**src/sv/fdd_pkg.sv**
```systemverilog
`timescale 1ns / 1ps
// fdd_pkg: shared types and constants of the finite difference derivative block
// no dependencies

package fdd_pkg;

    localparam int SAMPLE_WIDTH_DEF = 16;
    // growth of the stencil numerator over the sample width
    localparam int NUM_GROWTH       = 5;
    localparam int INV_WIDTH        = 16;
    localparam int SLOPE_WIDTH      = 32;
    localparam int CFG_INDEX_WIDTH  = 1;
    localparam int CFG_DATA_WIDTH   = 16;

    localparam logic [CFG_INDEX_WIDTH-1:0] CFG_MODE     = 1'b0;
    localparam logic [CFG_INDEX_WIDTH-1:0] CFG_INV_STEP = 1'b1;

    localparam logic [INV_WIDTH-1:0] INV_STEP_RESET = 16'd256;

    // right shifts for the denominators 1, 2 and 12 (12 = 3 after the shift)
    localparam int SHIFT_ONE    = 8;
    localparam int SHIFT_TWO    = 9;
    localparam int SHIFT_TWELVE = 10;

    // unsigned divide by 3 as multiply by ceil(2^34 / 3), valid below 2^33
    localparam int               DIV3_IN_WIDTH = 33;
    localparam int               DIV3_SHIFT    = 34;
    localparam logic [32:0]      DIV3_MAGIC    = 33'h1_5555_5556;
    // 3 * 2^31: first magnitude whose quotient leaves the 32-bit range
    localparam logic [32:0]      DIV3_LIMIT    = 33'h1_8000_0000;

    localparam logic [SLOPE_WIDTH-1:0] SLOPE_MAX = 32'h7fff_ffff;
    localparam logic [SLOPE_WIDTH-1:0] SLOPE_MIN = 32'h8000_0000;

    typedef enum logic [1:0] {
        MODE_FWD,
        MODE_BWD,
        MODE_CENTRAL,
        MODE_FIVE
    } t_mode;

    typedef enum logic [1:0] {
        DEN_ONE,
        DEN_TWO,
        DEN_TWELVE
    } t_den;

    typedef struct packed {
        logic fin;
        logic too_short;
    } t_flags;

    typedef struct packed {
        logic div3;
        logic neg;
        logic clip;
    } t_norm;

endpackage

```
**src/sv/fdd_scale.sv**
```systemverilog
`timescale 1ns / 1ps
// fdd_scale: multiply by inverse step, floor shift and saturation prep
// depends on fdd_pkg

module fdd_scale import fdd_pkg::*; #(
    parameter int SAMPLE_WIDTH = SAMPLE_WIDTH_DEF
) (
    input  logic                                    i_clk,
    input  logic                                    i_rst_n,
    input  logic [INV_WIDTH-1:0]                    i_inv_step,
    input  logic                                    i_valid,
    output logic                                    o_ready,
    input  logic signed [SAMPLE_WIDTH+NUM_GROWTH-1:0] i_num,
    input  t_den                                    i_den,
    input  t_flags                                  i_flags,
    output logic                                    o_valid,
    input  logic                                    i_ready,
    output logic [SLOPE_WIDTH-1:0]                  o_val,
    output logic [DIV3_IN_WIDTH-1:0]                o_y,
    output t_norm                                   o_norm,
    output t_flags                                  o_flags
);

    localparam int NW = SAMPLE_WIDTH + NUM_GROWTH;
    localparam int PW = NW + INV_WIDTH + 1;
    localparam int XW = (PW > DIV3_SHIFT) ? PW : DIV3_SHIFT;

    logic                 r_v2, r_v3;
    logic signed [PW-1:0] r_p;
    t_den                 r_den2;
    t_flags               r_flags2, r_flags3;
    logic [SLOPE_WIDTH-1:0]   r_val;
    logic [DIV3_IN_WIDTH-1:0] r_y;
    t_norm                    r_norm;

    logic s2_ready, s3_ready;
    logic signed [PW-1:0] n_p;
    logic signed [XW-1:0] x;
    logic [XW-1:0]        y;
    logic                 x_ovf, y_ovf;
    logic [SLOPE_WIDTH-1:0] n_val;
    t_norm                n_norm;

    assign s3_ready = !r_v3 || i_ready;
    assign s2_ready = !r_v2 || s3_ready;
    assign o_ready  = s2_ready;

    assign n_p = PW'(i_num) * PW'($signed({1'b0, i_inv_step}));

    always_comb begin
        case (r_den2)
            DEN_TWO:    x = XW'(r_p) >>> SHIFT_TWO;
            DEN_TWELVE: x = XW'(r_p) >>> SHIFT_TWELVE;
            default:    x = XW'(r_p) >>> SHIFT_ONE;
        endcase
    end

    // fits 32 bits when all bits from 31 up agree
    assign x_ovf = !((&x[XW-1:SLOPE_WIDTH-1]) || !(|x[XW-1:SLOPE_WIDTH-1]));
    assign n_val = x_ovf ? (x[XW-1] ? SLOPE_MIN : SLOPE_MAX) : x[SLOPE_WIDTH-1:0];

    // floor(x/3) = ~floor(~x/3) for negative x
    assign y     = x[XW-1] ? ~x : x;
    assign y_ovf = (|y[XW-1:DIV3_IN_WIDTH]) || (y[DIV3_IN_WIDTH-1:0] >= DIV3_LIMIT);

    always_comb begin
        n_norm.div3 = (r_den2 == DEN_TWELVE);
        n_norm.neg  = x[XW-1];
        n_norm.clip = n_norm.div3 ? y_ovf : x_ovf;
    end

    always_ff @(posedge i_clk) begin
        if (!i_rst_n) begin
            r_v2 <= 1'b0;
            r_v3 <= 1'b0;
        end else begin
            if (s2_ready) begin
                r_v2 <= i_valid;
            end
            if (s3_ready) begin
                r_v3 <= r_v2;
            end
        end
    end

    always_ff @(posedge i_clk) begin
        if (s2_ready && i_valid) begin
            r_p      <= n_p;
            r_den2   <= i_den;
            r_flags2 <= i_flags;
        end
        if (s3_ready && r_v2) begin
            r_val    <= n_val;
            r_y      <= y[DIV3_IN_WIDTH-1:0];
            r_norm   <= n_norm;
            r_flags3 <= r_flags2;
        end
    end

    assign o_valid = r_v3;
    assign o_val   = r_val;
    assign o_y     = r_y;
    assign o_norm  = r_norm;
    assign o_flags = r_flags3;

endmodule

```
**config.mk**
```make
export PLATFORM = sky130hd
export DESIGN_NAME = fdd_scale
export DESIGN_NICKNAME = d
export VERILOG_FILES = /design/src/sv/fdd_pkg.sv /design/src/sv/fdd_scale.sv
export SDC_FILE = /design/constraint.sdc
export NUM_CORES = 1
export LEC_CHECK = 0
export BUFFER_PORTS_ARGS = -buffer_cell sky130_fd_sc_hd__buf_2
export CORE_ASPECT_RATIO = 0.5
export CORE_MARGIN = 4
export CORE_UTILIZATION = 60
export DETAILED_ROUTE_END_ITERATION = 8
export PLACE_DENSITY = 0.82
export SLEW_MARGIN = 25
export SYNTH_ARGS = -nofsm -noshare
export SYNTH_HDL_FRONTEND = slang
export SYNTH_SLANG_ARGS = --single-unit
```
**constraint.sdc**
```tcl
create_clock -name i_clk -period 7.88 [get_ports i_clk]
set_input_delay 1.576 -clock i_clk [delete_from_list [all_inputs] [get_ports i_clk]]
set_output_delay 1.576 -clock i_clk [all_outputs]
set_load 0.05 [all_outputs]
```
Yosys cells after proc, flatten, opt, wreduce, memory -nomap -nowiden --
Cells that the tools add are included. W data, S select, Z words.
Storage, ports and cells: register bits after elaboration 114, input port bits 45, output and inout port bits 72, word-level logic and storage cells 36
Cells by class: multiply operators 1, $lt $le $gt $ge 1, equality and inequality tests 2, multiplexer cells 5, bitwise operators 1, reduce and logical (&&, ||, !) cells 13
Operators by type and width (count):
- $mux W32 | 2
- $pmux W29 S2 | 1
- $mul A21 B17 Y38 | 1
- $mux W38 | 1
- $not A30 Y38 | 1
- $ge A33 B33 Y1 const B | 1
- $reduce_and A7 Y1 | 1
- $reduce_or A7 Y1 | 1
- $reduce_or A5 Y1 | 1
- $logic_not A1 Y1 | 4
- $logic_or A1 B1 Y1 | 4
- $eq A2 B1 Y1 const B | 1
- $eq A2 B2 Y1 const B | 1
- $logic_and A1 B1 Y1 | 2
- $mux W1 | 1

Depth between registers and ports, before layout --
Gate-level depths: netlist of run 1.
word-level depth 7, depth in mapped cells 24, gate-level depth less buffers 23

Worst setup path before layout of run 1 --
OpenSTA, ideal clock, no wires.
path kind input-to-reg, from input i_num[11], to register r_p[32], data pin, setup time 0.262 ns, arrival 6.877 ns, setup slack 0.741 ns, stages 20, path through clkbuf_1 -> nand2_1 -> fa_1 -> fa_1 -> fa_1 -> inv_1 -> fa_1 -> fa_1 -> inv_1 -> fa_1 -> inv_1 -> ha_1 -> and2_4 -> a221o_1 -> a221oi_2 -> nand3_4 -> o2111ai_2 -> a21boi_1 -> o21ai_0 -> a31oi_1
On the way: word-level cells in the longest chain between the ends 1
RTL lines:
- start: declaration | line fdd_scale.sv:13 | input logic signed [SAMPLE_WIDTH+NUM_GROWTH-1:0] i_num,
- $mul A21 B17 Y38 | line fdd_scale.sv:48 | assign n_p = PW'(i_num) * PW'($signed({1'b0, i_inv_step}));
- net n_p[32] | line fdd_scale.sv:37 | logic signed [PW-1:0] n_p;
- end signal: assignment | line fdd_scale.sv:88 | r_p <= n_p;
- end: declaration | line fdd_scale.sv:29 | logic signed [PW-1:0] r_p;
The timed path passes the listed nets, and every way through them passes these cells. A chain may end at the register's enable or synchronous reset.

Worst setup path after layout of run 1 --
from input i_inv_step[3], to register r_p[37], data pin
On the way: word-level cells in the longest chain between the ends 1
RTL lines:
- start: declaration | line fdd_scale.sv:10 | input logic [INV_WIDTH-1:0] i_inv_step,
- $mul A21 B17 Y38 | line fdd_scale.sv:48
- net n_p[37] | line fdd_scale.sv:37
The timed path passes the listed nets, and every way through them passes these cells.

==> results of run 1 <==
[critical path, cell delays in order]
cell,delay (ns)
buf_2,0.34
nand2_1,0.14
fa_1,0.52
fa_1,0.53
fa_1,0.57
inv_1,0.08
fa_1,0.49
fa_1,0.49
inv_1,0.05
fa_1,0.47
inv_1,0.04
ha_1,0.35
and2_4,0.20
a221o_1,0.35
a221oi_2,0.31
nand3_4,0.17
o211ai_4,0.24
nand3_2,0.12
a31oi_2,0.21
xnor2_1,0.08
[area by class of cell]
type	instances	share of cell area
tap	344	0.0251
multi-input combinational	1041	0.657
clock buffer	9	0.0132
clock inverter	7	0.00497
timing repair buffer	119	0.0360
inverter	422	0.0926
sequential	98	0.171
[metal layers]
layer  global-route usage  vias to the layer above  wire [microns]
met1                0.372                     5377           15700
li1                     -                     4929               -
met3               0.0998                       43            4730
met2                0.376                      467           14700
met5                    0                        -               0
met4               0.0435                        0             430
[stage by stage]
stage / hold WS [ns] / setup slack (ns) / area, sq um / util
6_report: 0.421 / 0.612 / 17100 / 0.665
5_1_grt: 0.435 / 0.334 / 17100 / 0.665
4_1_cts: 0.422 / 0.650 / 17100 / 0.665
3_5_place_dp: 0.405 / 0.273 / 16800 / 0.653
3_3_place_gp: 0.406 / 0.430 / 16800 / 0.653
2_1_floorplan: 0.400 / 0.741 / 16100 / -
[synthesized netlist by cell type (2+ instances only)]
master / n
a211oi_1: 5
a21boi_1: 2
a21o_1: 7
a21oi_1: 14
a22oi_1: 28
a31oi_1: 2
and2_1: 133
and3_1: 7
and4_1: 3
buf_1: 2
buf_4: 8
clkbuf_1: 67
dfxtp_1: 2
edfxtp_1: 96
fa_1: 333
ha_1: 95
inv_1: 422
nand2_1: 242
nand2b_1: 2
nand3_1: 3
nand4_1: 2
nor2_1: 21
nor2b_1: 5
nor3_1: 5
o21a_1: 2
o21ai_0: 40
o21ai_1: 2
xnor2_1: 25
xor2_1: 35
[kinds of logic after synthesis]
group,count (synthesis),share of synthesized area
xor gates and xnor gates,60,0.0327
other,1,0.000234
AOI/OAI and AO/OA,119,0.0498
adders and majority gates,428,0.489
DFF,98,0.182
and+or+nand+nor,429,0.127
buffers and inverters,499,0.119
[worst max path at each step]
stage,slack (ns),cells past startpoint,end
3_5_place_dp,0.27,20,r_p[37]$_DFFE_PP_
5_1_grt,0.33,19,r_p[32]$_DFFE_PP_
6_report,0.61,20,r_p[37]$_DFFE_PP_
4_1_cts,0.65,20,r_p[37]$_DFFE_PP_
3_3_place_gp,0.43,20,r_p[37]$_DFFE_PP_
2_1_floorplan,0.74,20,r_p[32]$_DFFE_PP_
[state kept, by name, summed over array words and instances, names as in the netlist]
signal    flops
o_val        30
r_p          30
o_y          29
o_flags       2
r_den2        2
r_flags2      2
o_norm        1
o_valid       1
r_v2          1
==> results.yml, run 1 <==
outcome:
  outcome: "complete, no violations"
floorplan:
  die_x_microns: 239
  ioPinCount: 117
  dieHeight_microns: 124
  die_area_sq_um: 29600
  core_area_sq_um: 25800
  start_util: 0.623
  rows: 41
layout:
  layout.nets: 2164
  layoutNonFillerInstCount: 2040
  multi_input_area_sq_um: 11300
  area_growth_pct: 6.60
  fillers: 1946
  mostFrequentLayoutCells: "422 x inv_1, 333 x fa_1, 242 x nand2_1"
  drive_above_1_share: 0.0867
  register_area_sq_um: 2920
  num_antenna_cells: 0
  final_common_cell: "inv_1"
clock_network:
  clock_latency_ns: 0.34
  cts-htree-levels: 3
  numClockSinks: 98
  path_clk_slew_ns: 0.07
  post-cts-setup-buffer-count: 0
  cts_buffers: 9
  hold_buffers: 0
  cts-resized-gates: 0
  clockRootBuffer: "clkbuf_16"
  cts_tree: "built"
  cts.path.max_buffers: 2
placement:
  place.gp.congestion: 0.926
  dp_hpwl_mm: 29.4
  portBuffers: 111
  placedCellCount: 2024
synth:
  synth.largest_area_cell: "fa_1"
  ys_types: 53
  ys_seq_area_frac: 0.182
  syn_avg_cell_area_sq_um: 9.83
  ys_async_sr_fraction: 0
  ys_warn_count: 0
  synth_top_area_frac: 0.415
  ys_ff_latch: 98
  synth_area_leaders: "fa_1 42%, edfxtp_1 18%, inv_1 9.9%"
  synthCells: 1634
  synth_edf_count: 96
  syn-cell-area_sq_um: 16100
  ys.flop_type: "edfxtp_1"
timing:
  setup_tns_ns: 0
  fin_crit_sh: 0.922
  fin_skew_ns: 0.00791
  slew-limit-headroom: 0.332
  hold_viol: 0
  finalSetupViolations: 0
  rsz0062_at_grt: "false"
  max_freq_mhz: 138
  min_period_ns: 7.27
  worstMarginPinSlew_ns: 1.00
  slew_viol_final: 0
global_route:
  globalRouteTotalUtil: 0.256
  gr-total-overflow: 0
  grt_pass1_wl_mm: 59.0
  grt_start_max_net_pins: 63
  grt_antenna_before_repair: 0
  grt_pass1_vias: 11400
critical_path:
  r2r_end: "o_y[17]$_DFFE_PP_"
  setup.worst_path.class: "primary input to flip-flop"
  startpoint_type: "primary input"
  end_kind: "flip-flop"
  reg2reg_from: "r_den2[0]$_DFFE_PP_"
  path_max_fanout: 21
  critPathLaunch: "i_inv_step[3]"
  cp.required_ns: 7.95
  reg2regPathDepth: 5
  critPathArrivalTime_ns: 7.34
  reg2reg_setup_slack_ns: 5.58
hold_path:
  whs_path_depth: 0
  hp-class: "flip-flop to flip-flop"
  min_to: "o_flags[1]$_DFFE_PP_"
  hp-start: "r_flags2[1]$_DFFE_PP_"
routing:
  viasPerCell: 5.30
  drt_iter0_drc: 853
  via_count: 10800
  postRouteAntennaNets: 0
  wl_per_cell_microns: 17.4
  drc: 0
  dr.pass1.iters: 5
  wirelength_mm: 35.5
run:
  cap_violations: 0
Power of run 1 is not shown: default switching activity piles up to over one toggle a cycle in this logic, so the estimate is an artifact.
==> run 2, diff against run 1 <==
==> constraint.sdc (replaced) <==
create_clock -name i_clk -period 7.88 [get_ports i_clk]
set_input_delay 0.394 -clock i_clk [delete_from_list [all_inputs] [get_ports i_clk]]
set_output_delay 0.394 -clock i_clk [all_outputs]
set_load 0.05 [all_outputs]
==> run 2 against run 1 <==
Net effect: non-clock buffer count is 4 lower; routed wire length is 0.14% lower; worst setup slack better by 1.2 ns; register-to-register slack better by 0.02 ns; global-route usage is 0.28 points lower; cell area is 0.12% lower; critical path type unchanged; largest cell class unchanged; highest routed layer unchanged.
==> results.yml, run 2 (synthesis results as in run 1) <==
floorplan:
  core_area_sq_um: 25800
  ioPinCount: 117
  die_x_microns: 239
  dieHeight_microns: 124
  start_util: 0.623
  rows: 41
  die_area_sq_um: 29600
clock_network:
  numClockSinks: 98
  path_clk_slew_ns: 0.07
  cts.path.max_buffers: 2
  hold_buffers: 0
  clock_latency_ns: 0.33
  post-cts-setup-buffer-count: 0
  cts_buffers: 9
  cts_tree: "built"
  clockRootBuffer: "clkbuf_16"
  cts-resized-gates: 0
  cts-htree-levels: 3
layout:
  fillers: 1965
  drive_above_1_share: 0.0845
  layoutNonFillerInstCount: 2036
  final_core_util: 0.664
  mostFrequentLayoutCells: "422 x inv_1, 333 x fa_1, 242 x nand2_1"
  final_cell_area_sq_um: 17100
  layout.nets: 2160
  num_antenna_cells: 0
  area_growth_pct: 6.48
  final_common_cell: "inv_1"
routing:
  postRouteAntennaNets: 0
  dr.pass1.iters: 7
  viasPerCell: 5.35
  via_count: 10900
  drc: 0
  drt_iter0_drc: 834
  wirelength_mm: 35.4
  wl_per_cell_microns: 17.4
outcome:
  outcome: "complete, no violations"
global_route:
  globalRouteTotalUtil: 0.253
  grt_start_max_net_pins: 63
  grt_pass1_vias: 11400
  grt_pass1_wl_mm: 58.8
  grt_antenna_before_repair: 0
  gr-total-overflow: 0
timing:
  worstMarginPinSlew_ns: 0.982
  finalSetupViolations: 0
  min_period_ns: 6.07
  max_freq_mhz: 165
  fin_crit_sh: 0.771
  fin_skew_ns: 0.00839
  hold_viol: 0
  slew-limit-headroom: 0.346
  slew_viol_final: 0
  rsz0062_at_grt: "false"
  setup_tns_ns: 0
critical_path:
  setup.worst_path.class: "primary input to flip-flop"
  critPathArrivalTime_ns: 6.16
  path_max_fanout: 21
  reg2regPathDepth: 5
  cp-endpoint: "r_p[32]$_DFFE_PP_"
  reg2reg_setup_slack_ns: 5.60
  end_kind: "flip-flop"
  cp.required_ns: 7.97
  reg2reg_from: "r_den2[0]$_DFFE_PP_"
  r2r_end: "o_y[17]$_DFFE_PP_"
  startpoint_type: "primary input"
  critPathLaunch: "i_inv_step[8]"
placement:
  dp_hpwl_mm: 29.5
  place.gp.congestion: 0.927
  portBuffers: 111
  placedCellCount: 2020
  placed_cell_area_sq_um: 16800
run:
  cap_violations: 0
hold_path:
  hp-class: "primary input to flip-flop"
run 2: cell types whose count changed in the layout (fill, tap and decap cells not counted), sizes merged:
cell	delta
buf	-4
clkbuf	+2
clkinv	-2
run 2: through the flow:
step / setup WS (ns) / hold slack [ns]
floorplan: 1.92 / 0.400
global placement: 1.58 / 0.404
detailed placement: 1.47 / 0.412
CTS: 1.85 / 0.217
global route: 1.48 / 0.215
finish: 1.81 / 0.232
run 2: how the worst min path moves through the flow:
stage / from / depth (start not counted) / slack [ns] / to
floorplan: r_flags2[0]$_DFFE_PP_ / 0 / 0.40 / o_flags[0]$_DFFE_PP_
global placement: r_flags2[0]$_DFFE_PP_ / 0 / 0.40 / o_flags[0]$_DFFE_PP_
detailed placement: r_flags2[1]$_DFFE_PP_ / 0 / 0.41 / o_flags[1]$_DFFE_PP_
CTS: i_flags[0] / 1 / 0.22 / r_flags2[0]$_DFFE_PP_
global route: i_flags[0] / 1 / 0.21 / r_flags2[0]$_DFFE_PP_
finish: i_flags[0] / 1 / 0.23 / r_flags2[0]$_DFFE_PP_
run 2: layer usage:
layer,wire [microns],GRT usage,vias to the layer above,share of wire
met1,15800,0.364,5469,0.45
met2,14800,0.376,485,0.42
met4,227,0.0344,0,0.0064
li1,-,-,4926,-
met5,0,0,-,0
met3,4580,0.105,20,0.13
run 2: layout make-up:
cell class / instances / area (sq um) / share of cell area
sequential: 98 / 2920 / 0.171
tap: 344 / 430 / 0.0252
inverter: 422 / 1580 / 0.0927
clock buffer: 11 / 253 / 0.0148
multi-input combinational: 1041 / 11300 / 0.658
timing repair buffer: 115 / 586 / 0.0343
clock inverter: 5 / 67.6 / 0.00395
run 2: critical path, cell delays in order:
cell	delay (ns)
buf_2	0.37
nand2_1	0.16
fa_1	0.57
inv_1	0.06
fa_1	0.52
inv_1	0.07
fa_1	0.53
inv_1	0.05
fa_1	0.44
fa_1	0.48
inv_1	0.05
fa_1	0.48
inv_1	0.04
ha_1	0.35
and3_1	0.23
and3_1	0.22
a32oi_1	0.33
nand3_4	0.18
o2111ai_2	0.25
a21boi_1	0.13
o21ai_0	0.17
a31oi_1	0.10
Power of run 2 is left out for the same reason.
==> run 3, diff against run 2 <==
--- a/config.mk
+++ b/config.mk
@@ -8,7 +8,7 @@
 export BUFFER_PORTS_ARGS = -buffer_cell sky130_fd_sc_hd__buf_2
 export CORE_ASPECT_RATIO = 0.5
 export CORE_MARGIN = 4
-export CORE_UTILIZATION = 60
+export CORE_UTILIZATION = 57
 export DETAILED_ROUTE_END_ITERATION = 8
 export PLACE_DENSITY = 0.82
 export SLEW_MARGIN = 25
==> constraint.sdc (replaced) <==
create_clock -name i_clk -period 5.1 [get_ports i_clk]
set_input_delay 0.255 -clock i_clk [delete_from_list [all_inputs] [get_ports i_clk]]
set_output_delay 0.255 -clock i_clk [all_outputs]
set_load 0.05 [all_outputs]
==> run 3 against run 2 <==
Net effect: the run now ends with setup timing left; cell area increased by 13%; core utilization is 3.3 points higher; sequential share of layout area shrank 2.0 points; worst setup slack worse by 2.1 ns; critical path depth shrank 1; global-route usage is 0.48 points higher; register-to-register slack worse by 3.0 ns; clock skew is 0.0015 ns higher; largest cell class unchanged.
==> results.yml, run 3 (synthesis results as in run 1) <==
timing:
  slew_viol_final: 0
  fin_skew_ns: 0.00985
  fin_crit_sh: 1.05
  hold_viol: 0
  worstMarginPinSlew_ns: 1.06
  rsz0062_at_grt: "true"
  final.setup.worst_slack_ns: -0.277
  min_period_ns: 5.38
  slew-limit-headroom: 0.294
  finalSetupViolations: 19
  max_freq_mhz: 186
  hold_ws_ns: 0.0773
floorplan:
  rows: 43
  core_area_sq_um: 27700
  start_util: 0.579
  dieHeight_microns: 127
  die_area_sq_um: 31100
  die_x_microns: 245
  ioPinCount: 117
routing:
  dr.pass1.iters: 5
  wirelength_mm: 39.5
  via_count: 11900
  drc: 0
  postRouteAntennaNets: 0
  viasPerCell: 5.27
  drt_iter0_drc: 893
  wl_per_cell_microns: 17.5
run:
  cap_violations: 0
clock_network:
  clockRootBuffer: "clkbuf_16"
  cts-htree-levels: 3
  path_clk_slew_ns: 0.07
  hold_buffers: 0
  cts_tree: "built"
  numClockSinks: 98
  cts.path.max_buffers: 2
  clock_latency_ns: 0.35
  cts_buffers: 9
hold_path:
  hp-start: "i_den[1]"
  min_to: "r_den2[1]$_DFFE_PP_"
  hp-class: "primary input to flip-flop"
  whs_path_depth: 1
critical_path:
  setup.worst_path.class: "primary input to flip-flop"
  end_kind: "flip-flop"
  path_cells: "buf_12 -> and2_4 -> fa_1 -> inv_1 -> fa_2 -> fa_1 -> inv_2 -> fa_1 -> fa_1 -> inv_1 -> fa_1 -> inv_2 -> ha_4 -> and2_4 -> a221o_1 -> a221oi_4 -> nand3_4 -> o211ai_4 -> nand3_2 -> a31oi_2 -> xnor2_1"
  crit_family: "adder cells"
  reg2regPathDepth: 5
  r2r_end: "o_y[18]$_DFFE_PP_"
  critPathArrivalTime_ns: 5.48
  worst_path_max_delay_cell: "fa_2"
  critPathLaunch: "i_num[8]"
  reg2reg_from: "r_den2[0]$_DFFE_PP_"
  cp.required_ns: 5.21
  path_max_fanout: 15
  cp_slowest_stage_delay_ns: 0.54
  startpoint_type: "primary input"
  path_common_cell: "fa_1"
  reg2reg_setup_slack_ns: 2.59
  critical_path_buf_inv_count: 5
placement:
  portBuffers: 111
  place.gp.congestion: 0.912
  dp_hpwl_mm: 32.0
global_route:
  gr-total-overflow: 0
  globalRouteTotalUtil: 0.258
  grt_start_max_net_pins: 59
  grt_pass1_wl_mm: 63.7
  grt_antenna_before_repair: 1
  grt_pass1_vias: 12600
layout:
  drive_above_1_share: 0.224
  final_common_cell: "inv_1"
  layout.nets: 2345
  mostFrequentLayoutCells: "413 x inv_1, 316 x fa_1, 237 x nand2_1"
  num_antenna_cells: 0
  area_growth_pct: 20.3
outcome:
  outcome: "complete, but fails checks"
  violations: "setup timing"
[run 3: cell count changes in the layout (fill, tap and decap cells not counted), sizes merged]
cell / delta
clkinv: +1
clkinvlp: +1
buf: +181
clkbuf: +2
[run 3: timing repair]
action,in CTS,in global routing
resized for setup,87,59
gates cloned,0,1
pin swaps,36,28
hold endpoints to repair,0,0
setup endpoints to repair,22,26
setup buffers,6,5
[run 3: per-layer routing]
layer | track usage | routed length, microns
met5 | 0 | 13
met3 | 0.0346 | 3060
met4 | 0.0653 | 1060
met2 | 0.438 | 19100
met1 | 0.359 | 16300
[run 3: layout make-up]
type / instances / area, sq um
multi-input combinational: 1041 / 11700
inverter: 422 / 1580
timing repair buffer: 300 / 2280
fill: 1848 / 8400
tap: 382 / 478
clock inverter: 7 / 96.3
sequential: 98 / 2920
clock buffer: 9 / 225
[run 3: stage by stage]
| stage | cell area (sq um) | TNS, ns | setup WS [ns] | utilization | cells |
|---|---|---|---|---|---|
| after detailed placement | 18400 | -15.60 | -0.809 | 0.663 | 2231 |
| after global routing | 19300 | -5.89 | -0.402 | 0.697 | 2259 |
| after CTS | 19000 | -2.08 | -0.208 | 0.686 | 2253 |
| after floorplan | 16300 | -5.14 | -0.414 | - | 1638 |
| final | 19300 | -3.38 | -0.277 | 0.697 | 2259 |
| after global placement | 18400 | -12.56 | -0.673 | 0.663 | 2231 |
[run 3: worst max path at each step]
stage          slack (ns)  cells after the start                end
5_1_grt             -0.40                     21  r_p[37]$_DFFE_PP_
4_1_cts             -0.21                     21  r_p[37]$_DFFE_PP_
3_3_place_gp        -0.67                     21  r_p[37]$_DFFE_PP_
3_5_place_dp        -0.81                     20  r_p[37]$_DFFE_PP_
2_1_floorplan       -0.41                     21  r_p[37]$_DFFE_PP_
6_report            -0.28                     21  r_p[37]$_DFFE_PP_
Power of run 3 is left out for the same reason.
